<file path="config.mk">
export PLATFORM = sky130hd
export DESIGN_NAME = window_candidate_search
export DESIGN_NICKNAME = d
export VERILOG_FILES = /design/src/rtl/core/wcs_pkg.sv /design/src/rtl/core/wcs_ram.sv /design/src/rtl/core/wcs_outreg.sv /design/src/rtl/core/wcs_ctrl.sv /design/src/rtl/core/window_candidate_search.sv
export SDC_FILE = /design/constraint.sdc
export NUM_CORES = 2
export LEC_CHECK = 0
export BUFFER_PORTS_ARGS = -buffer_cell sky130_fd_sc_hd__clkbuf_2
export CAP_MARGIN = 10
export CELL_PAD_IN_SITES_DETAIL_PLACEMENT = 1
export CELL_PAD_IN_SITES_GLOBAL_PLACEMENT = 1
export CORE_MARGIN = 3
export CORE_UTILIZATION = 50
export DETAILED_ROUTE_END_ITERATION = 16
export PLACE_DENSITY = 0.7
export SETUP_SLACK_MARGIN = 0.5
export SYNTH_ARGS = -nofsm -noshare
export SYNTH_HDL_FRONTEND = slang
export SYNTH_HIERARCHICAL = 1
export SYNTH_SLANG_ARGS = --single-unit
</file>
<file path="constraint.sdc">
create_clock -name i_clk -period 9.12 [get_ports i_clk]
set_input_delay 0.912 -clock i_clk [delete_from_list [all_inputs] [get_ports i_clk]]
set_output_delay 0.912 -clock i_clk [all_outputs]
set_load 0.05 [all_outputs]
</file>
<file path="src/rtl/core/wcs_pkg.sv">
package wcs_pkg;

    // Fixed field widths of the stream words
    localparam int COORD_IN_W = 16;
    localparam int WIN_W      = 16;
    localparam int IDX_OUT_W  = 6;

    localparam logic [WIN_W-1:0] WINDOW_RESET = 16'd160;

    // Request kinds carried on the slave-side tuser
    localparam logic [1:0] REQ_LOAD   = 2'd0;
    localparam logic [1:0] REQ_QUERY  = 2'd1;
    localparam logic [1:0] REQ_FINISH = 2'd2;

    typedef struct packed {
        logic [IDX_OUT_W-1:0] idx;
        logic                 found;
        logic                 last;
        logic                 full;
    } t_result;

endpackage

</file>
<file path="src/rtl/core/wcs_ram.sv">
module wcs_ram #(
    parameter int WIDTH = 32,
    parameter int DEPTH = 64
) (
    input  logic                     i_clk,
    input  logic                     i_we,
    input  logic [$clog2(DEPTH)-1:0] i_waddr,
    input  logic [WIDTH-1:0]         i_wdata,
    input  logic                     i_re,
    input  logic [$clog2(DEPTH)-1:0] i_raddr,
    output logic [WIDTH-1:0]         o_rdata
);

    logic [WIDTH-1:0] r_mem [DEPTH];
    logic [WIDTH-1:0] r_rdata;

    always_ff @(posedge i_clk) begin
        if (i_we) begin
            r_mem[i_waddr] <= i_wdata;
        end
        if (i_re) begin
            r_rdata <= r_mem[i_raddr];
        end
    end

    assign o_rdata = r_rdata;

endmodule

</file>
<file path="src/rtl/core/wcs_outreg.sv">
module wcs_outreg
    import wcs_pkg::*;
(
    input  logic    i_clk,
    input  logic    i_rst_n,
    input  logic    i_push,
    input  t_result i_res,
    output logic    o_free,
    output logic    o_valid,
    input  logic    i_ready,
    output t_result o_res
);

    logic    r_vld;
    t_result r_res;

    // A new word may be loaded when the register is empty or is emptied this cycle.
    assign o_free  = !r_vld || i_ready;
    assign o_valid = r_vld;
    assign o_res   = r_res;

    always_ff @(posedge i_clk) begin
        if (!i_rst_n) begin
            r_vld <= 1'b0;
        end else if (i_push) begin
            r_vld <= 1'b1;
        end else if (i_ready) begin
            r_vld <= 1'b0;
        end
    end

    always_ff @(posedge i_clk) begin
        if (i_push) begin
            r_res <= i_res;
        end
    end

endmodule

</file>
<file path="src/rtl/core/wcs_ctrl.sv">
module wcs_ctrl
    import wcs_pkg::*;
#(
    parameter int POOL_SIZE = 64,
    parameter int CW        = 16
) (
    input  logic                         i_clk,
    input  logic                         i_rst_n,
    input  logic                         i_in_valid,
    output logic                         o_in_ready,
    input  logic [1:0]                   i_req,
    input  logic [CW-1:0]                i_x,
    input  logic [CW-1:0]                i_y,
    input  logic [WIN_W-1:0]             i_window,
    input  logic                         i_out_free,
    output logic                         o_push,
    output t_result                      o_res,
    output logic                         o_ram_we,
    output logic [$clog2(POOL_SIZE)-1:0] o_ram_waddr,
    output logic [2*CW-1:0]              o_ram_wdata,
    output logic                         o_ram_re,
    output logic [$clog2(POOL_SIZE)-1:0] o_ram_raddr,
    input  logic [2*CW-1:0]              i_ram_rdata
);

    localparam int IW   = $clog2(POOL_SIZE);
    localparam int CNTW = $clog2(POOL_SIZE + 1);
    localparam int CMPW = (CW + 1 > WIN_W) ? CW + 1 : WIN_W;
    localparam logic [CNTW-1:0] POOL_MAX = CNTW'(POOL_SIZE);

    typedef enum logic [1:0] {
        ST_IDLE,
        ST_ACK,
        ST_SCAN,
        ST_FLUSH
    } t_state;

    t_state               r_state;
    logic [CNTW-1:0]      r_count;
    logic [POOL_SIZE-1:0] r_union;
    logic                 r_finish;
    logic                 r_ack_full;
    logic                 r_rd_more;
    logic [IW-1:0]        r_rd_idx;
    logic                 r_b_vld;
    logic [IW-1:0]        r_b_idx;
    logic                 r_pend_vld;
    logic [IW-1:0]        r_pend_idx;
    logic [CW-1:0]        r_qx;
    logic [CW-1:0]        r_qy;

    logic [CW-1:0]   pool_x;
    logic [CW-1:0]   pool_y;
    logic [CW-1:0]   dx;
    logic [CW-1:0]   dy;
    logic            b_hit;
    logic            has_room;
    logic [CNTW-1:0] limit;
    logic [CNTW:0]   rd_next;
    logic            cand;
    t_result         res;

    assign pool_x = i_ram_rdata[CW-1:0];
    assign pool_y = i_ram_rdata[2*CW-1:CW];
    assign dx     = (pool_x >= r_qx) ? pool_x - r_qx : r_qx - pool_x;
    assign dy     = (pool_y >= r_qy) ? pool_y - r_qy : r_qy - pool_y;

    // Doubling the distance stands in for halving the window, so the test is exact.
    always_comb begin
        if (r_finish) begin
            b_hit = r_union[r_b_idx];
        end else begin
            b_hit = (CMPW'({dx, 1'b0}) <= CMPW'(i_window))
                 && (CMPW'({dy, 1'b0}) <= CMPW'(i_window));
        end
    end

    assign has_room = r_count < POOL_MAX;
    assign limit    = r_finish ? POOL_MAX : r_count;
    assign rd_next  = (CNTW + 1)'(r_rd_idx) + 1'b1;

    // A finish walks the union only, so the pool memory is left unread.
    assign o_in_ready  = (r_state == ST_IDLE);
    assign o_ram_we    = (r_state == ST_IDLE) && i_in_valid && (i_req == REQ_LOAD) && has_room;
    assign o_ram_waddr = r_count[IW-1:0];
    assign o_ram_wdata = {i_y, i_x};
    assign o_ram_re    = (r_state == ST_SCAN) && r_rd_more && i_out_free && !r_finish;
    assign o_ram_raddr = r_rd_idx;

    // A hit is held back until the next hit or the end of the scan shows whether it is the last.
    always_comb begin
        cand  = 1'b0;
        res   = '0;
        unique case (r_state)
            ST_ACK: begin
                cand     = 1'b1;
                res.last = 1'b1;
                res.full = r_ack_full;
            end
            ST_SCAN: begin
                cand      = r_b_vld && b_hit && r_pend_vld;
                res.idx   = IDX_OUT_W'(r_pend_idx);
                res.found = 1'b1;
            end
            ST_FLUSH: begin
                cand      = 1'b1;
                res.idx   = r_pend_vld ? IDX_OUT_W'(r_pend_idx) : '0;
                res.found = r_pend_vld;
                res.last  = 1'b1;
            end
            default: begin
                cand = 1'b0;
            end
        endcase
    end

    assign o_push = cand && i_out_free;
    assign o_res  = res;

    always_ff @(posedge i_clk) begin
        if (!i_rst_n) begin
            r_state    <= ST_IDLE;
            r_count    <= '0;
            r_union    <= '0;
            r_finish   <= 1'b0;
            r_rd_more  <= 1'b0;
            r_rd_idx   <= '0;
            r_b_vld    <= 1'b0;
            r_pend_vld <= 1'b0;
        end else begin
            unique case (r_state)
                ST_IDLE: begin
                    if (i_in_valid) begin
                        r_qx       <= i_x;
                        r_qy       <= i_y;
                        r_rd_idx   <= '0;
                        r_b_vld    <= 1'b0;
                        r_pend_vld <= 1'b0;
                        unique case (i_req)
                            REQ_LOAD: begin
                                r_ack_full <= !has_room;
                                if (has_room) begin
                                    r_count <= r_count + 1'b1;
                                end
                                r_state <= ST_ACK;
                            end
                            REQ_QUERY: begin
                                r_finish  <= 1'b0;
                                r_rd_more <= (r_count != '0);
                                r_state   <= ST_SCAN;
                            end
                            REQ_FINISH: begin
                                r_finish  <= 1'b1;
                                r_rd_more <= 1'b1;
                                r_state   <= ST_SCAN;
                            end
                            default: begin
                                r_state <= ST_IDLE;
                            end
                        endcase
                    end
                end
                ST_ACK: begin
                    if (i_out_free) begin
                        r_state <= ST_IDLE;
                    end
                end
                ST_SCAN: begin
                    if (i_out_free) begin
                        if (r_rd_more) begin
                            r_rd_idx  <= r_rd_idx + 1'b1;
                            r_b_vld   <= 1'b1;
                            r_b_idx   <= r_rd_idx;
                            r_rd_more <= rd_next < (CNTW + 1)'(limit);
                        end else begin
                            r_b_vld <= 1'b0;
                        end
                        if (r_b_vld && b_hit) begin
                            r_pend_vld <= 1'b1;
                            r_pend_idx <= r_b_idx;
                            if (!r_finish) begin
                                r_union[r_b_idx] <= 1'b1;
                            end
                        end
                        if (!r_rd_more && !r_b_vld) begin
                            r_state <= ST_FLUSH;
                        end
                    end
                end
                ST_FLUSH: begin
                    if (i_out_free) begin
                        r_pend_vld <= 1'b0;
                        r_state    <= ST_IDLE;
                        if (r_finish) begin
                            r_count <= '0;
                            r_union <= '0;
                        end
                    end
                end
                default: begin
                    r_state <= ST_IDLE;
                end
            endcase
        end
    end

    a_count_bound: assert property (@(posedge i_clk) disable iff (!i_rst_n)
        r_count <= POOL_MAX)
        else $error("pool count beyond pool size");

    a_scan_not_last: assert property (@(posedge i_clk) disable iff (!i_rst_n)
        (r_state == ST_SCAN && o_push) |-> (!o_res.last && o_res.found))
        else $error("a held hit went out marked last during the scan");

    a_finish_clears: assert property (@(posedge i_clk) disable iff (!i_rst_n)
        (r_state == ST_FLUSH && r_finish && i_out_free) |=> (r_count == '0 && r_union == '0))
        else $error("pool or union not cleared after finish");

    a_stage_in_scan: assert property (@(posedge i_clk) disable iff (!i_rst_n)
        (r_b_vld || o_ram_re) |-> (r_state == ST_SCAN))
        else $error("scan pipeline active outside a scan");

endmodule

</file>
<file path="src/rtl/core/window_candidate_search.sv">
// A load request enters an acknowledge state, which pushes the acknowledgement word into the
// output register once it is free. A query reads the pool memory one entry a cycle while the
// output side is free, testing each entry as its data returns; a finish walks the union bits.
// Throughput is one request at a time; a stalled master side stalls the scan.
// Reset is synchronous: it empties the pool, clears the union and sets the window to 160.
// The pool memory itself is not cleared; only entries below the pool count are ever read.
module window_candidate_search
    import wcs_pkg::*;
#(
    parameter int POOL_SIZE  = 64,
    parameter int COORD_BITS = 16
) (
    input  logic             i_clk,
    input  logic             i_rst_n,
    input  logic             i_window_size_we,
    input  logic [WIN_W-1:0] i_window_size,
    input  logic             s_axis_tvalid,
    output logic             s_axis_tready,
    input  logic [31:0]      s_axis_tdata,   // x_coord [15:0], y_coord [31:16]
    input  logic [1:0]       s_axis_tuser,   // req_type [1:0]
    output logic             m_axis_tvalid,
    input  logic             m_axis_tready,
    output logic [7:0]       m_axis_tdata,   // cand_index [5:0], zeros [7:6]
    output logic [1:0]       m_axis_tuser,   // found [0], pool_full [1]
    output logic             m_axis_tlast
);

    localparam int CW = (COORD_BITS < COORD_IN_W) ? COORD_BITS : COORD_IN_W;
    localparam int AW = $clog2(POOL_SIZE);

    logic [WIN_W-1:0] r_window;
    logic             out_free;
    logic             push;
    t_result          res;
    t_result          out_res;
    logic             ram_we;
    logic [AW-1:0]    ram_waddr;
    logic [2*CW-1:0]  ram_wdata;
    logic             ram_re;
    logic [AW-1:0]    ram_raddr;
    logic [2*CW-1:0]  ram_rdata;

    always_ff @(posedge i_clk) begin
        if (!i_rst_n) begin
            r_window <= WINDOW_RESET;
        end else if (i_window_size_we) begin
            r_window <= i_window_size;
        end
    end

    wcs_ram #(
        .WIDTH (2 * CW),
        .DEPTH (POOL_SIZE)
    ) u_pool_ram (
        .i_clk   (i_clk),
        .i_we    (ram_we),
        .i_waddr (ram_waddr),
        .i_wdata (ram_wdata),
        .i_re    (ram_re),
        .i_raddr (ram_raddr),
        .o_rdata (ram_rdata)
    );

    wcs_ctrl #(
        .POOL_SIZE (POOL_SIZE),
        .CW        (CW)
    ) u_ctrl (
        .i_clk       (i_clk),
        .i_rst_n     (i_rst_n),
        .i_in_valid  (s_axis_tvalid),
        .o_in_ready  (s_axis_tready),
        .i_req       (s_axis_tuser),
        .i_x         (s_axis_tdata[CW-1:0]),
        .i_y         (s_axis_tdata[COORD_IN_W +: CW]),
        .i_window    (r_window),
        .i_out_free  (out_free),
        .o_push      (push),
        .o_res       (res),
        .o_ram_we    (ram_we),
        .o_ram_waddr (ram_waddr),
        .o_ram_wdata (ram_wdata),
        .o_ram_re    (ram_re),
        .o_ram_raddr (ram_raddr),
        .i_ram_rdata (ram_rdata)
    );

    wcs_outreg u_outreg (
        .i_clk   (i_clk),
        .i_rst_n (i_rst_n),
        .i_push  (push),
        .i_res   (res),
        .o_free  (out_free),
        .o_valid (m_axis_tvalid),
        .i_ready (m_axis_tready),
        .o_res   (out_res)
    );

    assign m_axis_tdata = {2'b00, out_res.idx};
    assign m_axis_tuser = {out_res.full, out_res.found};
    assign m_axis_tlast = out_res.last;

endmodule
</file>
Word level (Yosys, flattened, before mapping)
Memory sizes are Yosys's and may differ from the RTL's. A register that Yosys moved wholly into a read port is not among the register bits.
Index checks and enable logic that the tools add are counted.
{"block": "classes", "bitwise_logic": 1, "n_mux": 52, "reduce_logical": 41, "magnitude_cmp": 8, "add_sub_neg": 7, "eq_ne": 17}
{"cell": "$mux 64", "count": 5}
{"cell": "$pmux 64 s2", "count": 1}
{"cell": "$or 64x64->64", "count": 1}
{"cell": "$sub 16x16->16", "count": 4}
{"cell": "$mux 7", "count": 6}
{"cell": "$le 17x16->1", "count": 2}
{"cell": "$ge 16x16->1", "count": 2}
{"cell": "$mux 16", "count": 2}
{"cell": "$pmux 7 s2", "count": 2}
{"cell": "$mux 6", "count": 4}
{"cell": "$reduce_and 4->1", "count": 6}
{"cell": "$mux 1", "count": 17}
{"cell": "$ne 2x1->1 const B", "count": 7}
{"cell": "$logic_and 1x1->1", "count": 12}
{"cell": "$pmux 6 s2", "count": 1}
{"cell": "$reduce_and 6->1", "count": 2}
{"cell": "$pmux 1 s2", "count": 5}
{"cell": "$reduce_bool 2->1", "count": 5}
{"cell": "$reduce_and 3->1", "count": 3}
{"cell": "$lt 8x7->1", "count": 1}
{"cell": "$mux 2", "count": 4}
{"cell": "$ne 2x2->1 const B", "count": 4}
{"cell": "$add 6x1->7 const B", "count": 1}
{"cell": "$add 7x1->7 const B", "count": 1}
{"cell": "other kinds (19)", "count": 28}
{"block": "word_totals", "mem_bits_rw": 2048, "mem_count": 1, "regBits": 154}
{"memory": "u_pool_ram.r_mem", "depth": 64, "word_bits": 32, "read_ports": 1, "rd_clocked_by_memory_dff": 1, "write_ports": 1, "line": "wcs_ram.sv:14", "text": "logic [WIDTH-1:0] r_mem [DEPTH];"}

Longest topological paths before layout
{"block": "logic_depth", "ltp_word": 10, "mapped_depth": 27, "depth_no_buf": 25}

Modules after synthesis
Netlist, hierarchy kept.
{"module": "wcs_ram", "area_each_um2": 78838.1, "instances": 1, "cells_per_inst": 3323}
{"module": "wcs_ctrl", "area_each_um2": 9719.3, "instances": 1, "cells_per_inst": 1087}
{"module": "window_candidate_search", "area_each_um2": 629.4, "instances": 1, "cells_per_inst": 54}
{"module": "wcs_outreg", "area_each_um2": 319.1, "instances": 1, "cells_per_inst": 13}

Worst setup path before layout
OpenSTA, ideal clock, no wires.
{"block": "synth_path", "kind": "reg-to-reg", "from": "register u_pool_ram.r_rdata[0] (netlist: u_pool_ram/o_rdata[0]), read port of u_pool_ram.r_mem", "to": "register u_outreg.r_res (netlist bit u_outreg/o_res[0]) (enable)", "arrival_ns": 5.058, "required_time_ns": 8.729, "slack_ns": 3.671, "setup_ns": 0.391, "path_buffers": 2, "path_stages_with_launch": 26, "path_cell_list": "edfxtp_1 > inv_1 > ha_1 > inv_1 > fa_1 > a211oi_2 > o21ai_1 > a22o_1 > o21ai_2 > buf_4 > mux2i_1 > nor2b_1 > nor2_1 > o21ai_0 > xor2_1 > ha_1 > o21ai_0 > nand2b_1 > a21oi_1 > a21oi_1 > or2_2 > a22oi_1 > and4b_1 > buf_6 > nor3b_1 > nor3b_1"}
{"block": "synth_via", "elab_chain_len": 9}
{"element": "from (decl)", "line": "wcs_ram.sv:15", "text": "logic [WIDTH-1:0] r_rdata;"}
{"element": "$sub 16x16->16 / $ge 16x16->1 (equally long branches)", "line": "wcs_ctrl.sv:65", "text": "assign dx = (pool_x >= r_qx) ? pool_x - r_qx : r_qx - pool_x;"}
{"element": "$mux 16 *", "line": "wcs_ctrl.sv:65"}
{"element": "$le 17x16->1 *", "line": "wcs_ctrl.sv:73", "text": "b_hit = (CMPW'({dx, 1'b0}) <= CMPW'(i_window))"}
{"element": "$logic_and 1x1->1 *", "line": "wcs_ctrl.sv:74", "text": "&& (CMPW'({dy, 1'b0}) <= CMPW'(i_window));"}
{"element": "$mux 1 *", "line": "wcs_ctrl.sv:70", "text": "if (r_finish) begin"}
{"element": "$logic_and 1x1->1 * (2 in series)", "line": "wcs_ctrl.sv:101", "text": "cand = r_b_vld && b_hit && r_pend_vld;"}
{"element": "$pmux 1 s2 *", "line": "wcs_ctrl.sv:94", "text": "unique case (r_state)"}
{"element": "$logic_and 1x1->1 *", "line": "wcs_ctrl.sv:117", "text": "assign o_push = cand && i_out_free;"}
{"element": "net push", "line": "window_candidate_search.sv:33", "text": "logic push;"}
{"element": "to (signal assigned)", "line": "wcs_outreg.sv:34", "text": "r_res <= i_res;"}
{"element": "to (decl)", "line": "wcs_outreg.sv:15", "text": "t_result r_res;"}
Mark *: on every way through the listed nets, which the timed path passes. The rest lies on a longest branch.
A chain may end at the register's enable or synchronous reset.

Final worst setup path
{"block": "layout_path", "from": "register u_pool_ram.r_rdata[0] (netlist: u_pool_ram/o_rdata[0]), read port of u_pool_ram.r_mem", "to": "register u_outreg.r_res (netlist bit u_outreg/o_res[7]) (enable)"}
The elaborated chain is that of the path after synthesis.

==> reports/metrics.yaml <==
final_layout:
  fin_nets: 4791
  drive_gt1_share_pct: 24.3
  synthToLayoutAreaGrowth_pct: 11.4
  layout_common_cells: "edfxtp_1, mux4_2, clkbuf_16"
  final_common_cell: "edfxtp_1"
routing:
  drtIter0Drc: 5768
  via_per_inst: 6.41
  drcViolationCount: 0
  routedWlPerCell_um: 33.2
  ant_nets: 0
  num_vias: 45900
  firstDrtPassIters: 5
  routed_wl_um: 238000
die:
  start_util_pct: 50.5
  die_w_um: 429
  die_h_um: 429
  die_area_um2: 184000
  pin_count: 68
  core_um2: 177000
  fp-row-count: 154
timing:
  finalSetupViolCount: 0
  finalCriticalPeriod_ns: 6.54
  fmax_ghz: 0.153
  worst_slew_pin_slew_ns: 1.22
  hold-worst-slack_ns: 0.292
  finalSetupTns_ns: 0
  finalHoldViolCount: 0
  slew_headroom_pct: 18.5
  clock_skew_ns: 0.0281
  slew_violations: 0
  rsz0062_at_grt: "no"
  fin_crit_sh_pct: 71.7
clocking:
  clkTransAtPathRegs_ns: 0.06
  clock_sinks: 2234
  cts_hold_buf: 0
  numCtsBuffers: 217
  clock_latency_ns: 0.85
  h-tree-depth: 4
  cts_tree: "done"
  cts_resized: 0
  clk_path_buf_depth: 3
  cts_setup_buffers: 0
  cts-root-buf: "clkbuf_16"
global_route:
  grt_max_degree: 114
  grt_pass1_wl_um: 343000
  antenna_found_initial: 11
  grt_pass1_vias: 48000
  grt_overflow: 0
  grt_usage_pct: 25.9
setup_path:
  endpoint_kind: "register"
  critical_path_class: "register to register"
  cp_max_fo: 38
  crit_slowest_cell: "o21ai_2"
  reg2reg_slack_ns: 2.58
  critical_path_arrival_ns: 7.07
  start_kind: "register"
  cpPeakStageDelay_ns: 0.55
  required_ns: 9.65
  crit_chain: "inv_1, ha_1, inv_1, fa_1, a211oi_2, o21ai_1, a22o_1, o21ai_2, mux2_2, o22ai_1, nor2_1, o32ai_1, xor2_1, ha_1, nand2_1, nor4_1, a21oi_1, or2_2, a22oi_1, and4b_1, buf_4, nor3b_1, nor3b_1, buf_2"
synth:
  synthArstFlopShare_pct: 0
  synth_area_um2: 89500
  synth_area_per_cell_um2: 20.0
  synthAdderAreaFrac_pct: 1.56
  synth_edf_count: 2134
  netlist_instances: 4477
  ys.flop_type: "edfxtp_1"
  seq_area_frac_synth_pct: 73.8
  synth.ff_latch_count: 2234
  synth_top_family_by_area: "multiplexers"
  synth_compound_area_share_pct: 3.74
  ys_warn_count: 6
  muxShareOfSynthArea_pct: 15.5
  synthXorXnorAreaFrac_pct: 0.342
  synth.distinct_cells: 87
  synth_simple_gate_area_share_pct: 2.87
min_path:
  hold_class: "input pin to register"
place:
  hpwlAfterDp_um: 129000
  gp_congestion: 0.825
  numPortBuffers: 65
power_and_ir_drop:
  p_per_area_nw_per_um2: 206
  leakagePower_uw: 0.0309
  peakVddDrop_v: 0.000159
job:
  maxCapViolCount: 0
run_status:
  status: "finished clean"
-- flip-flops by register name, summed over array words and instances, names as in the netlist, 7 cells and up --
name and flops:
u_pool_ram/o_rdata 32, u_ctrl/r_count 7, u_ctrl/r_qy 16, u_ctrl/r_qx 16, u_pool_ram/r_mem 2048, r_window 16
u_ctrl/r_union 64, u_outreg/o_res 9
-- critical path, delay by kind of cell (launching register included) --
| family | cells | cell delay [ns] |
|---|---|---|
| muxes | 1 | 0.44 |
| AOI/OAI and AO/OA | 8 | 1.93 |
| xor gates and xnor gates | 1 | 0.12 |
| buffers and inverters | 4 | 0.82 |
| adders and majority gates | 3 | 0.91 |
| and+or+nand+nor | 7 | 1.59 |
| DFF | 1 | 0.40 |
-- synthesized netlist by cell type (all sizes together) (5+ instances only) --
library cell / count / area, um^2
and2: 20 / 125
nand3b: 8 / 60.1
mux4: 553 / 12500
nor2: 206 / 773
o32ai: 5 / 43.8
a21boi: 6 / 48.8
a32o: 24 / 240
o22ai: 92 / 576
xnor2: 21 / 184
nor3: 25 / 130
clkbuf: 101 / 382
and3: 13 / 81.3
o21bai: 9 / 78.8
mux2: 8 / 90.1
inv: 103 / 387
a22oi: 15 / 113
mux2i: 134 / 1340
edfxtp: 2134 / 64100
nand4: 11 / 75.1
o21ai: 60 / 304
a221oi: 6 / 52.6
buf: 184 / 1150
o221ai: 30 / 263
a21o: 20 / 150
and4b: 5 / 50.1
nand2: 83 / 312
xor2: 14 / 123
nor2b: 49 / 307
nand2b: 33 / 214
a21oi: 139 / 711
nor3b: 9 / 67.6
a22o: 33 / 289
nand3: 27 / 135
a311oi: 8 / 70.1
o211ai: 5 / 42.5
dfxtp: 100 / 2000
ha: 105 / 1310
a31oi: 12 / 75.1
or3b: 5 / 43.8
or3: 8 / 50.1
or2: 7 / 43.8
-- cells by family after synthesis --
family	after synthesis
AOI/OAI and AO/OA	494
xor gates and xnor gates	35
adders and majority gates	109
buffers and inverters	388
DFF	2234
muxes	695
other	1
and+or+nand+nor	521
-- worst paths after layout --
path / cells after the start / start / to
worst min-delay path: 3 / i_window_size[7] / r_window[7]
worst min register to register: 2 / u_ctrl/r_union[60] / u_ctrl/r_union[60]
worst max register to register: 24 / u_pool_ram/o_rdata[0] / u_outreg/o_res[7]
worst max-delay path: 24 / u_pool_ram/o_rdata[0] / u_outreg/o_res[7]
-- area by class of cell --
class,instances,area [um^2]
antenna,8,20.0
clock buffer,277,5780
clock inverter,121,940
fill,15200,77400
inverter,103,387
multi-input combinational,1856,22000
sequential,2234,66100
tap,2340,2930
timing repair buffer,215,1530
-- layer usage --
metal,vias up,track usage [%],part of all wire [%]
met4,2,7.58,2.7
met5,-,0,0.0055
met1,24800,37.0,41
met2,2060,41.4,48
li1,18600,-,-
met3,340,4.32,8.3
-- power breakdown --
group | internal (uW) | leakage (uW) | switching [uW]
Sequential | 11300 | 0.0200 | 21.7
Combinational | 230 | 0.00758 | 476
Clock | 4730 | 0.00327 | 3780
-- through the flow --
stage                     cell area [um^2]  worst slack [ns]  instances  power (uW)  util (%)
after floorplan                      89500              3.67       4478       11900         -
after global placement               92900              2.33       6745       12200      52.5
after detailed placement             92900              2.19       6746       12200      52.5
after CTS                            99700              2.13       7144       20700      56.3
after global routing                 99700              2.14       7146       21200      56.3
final                                99700              2.58       7154       20500      56.3
Power figures use the tool's default switching activity.
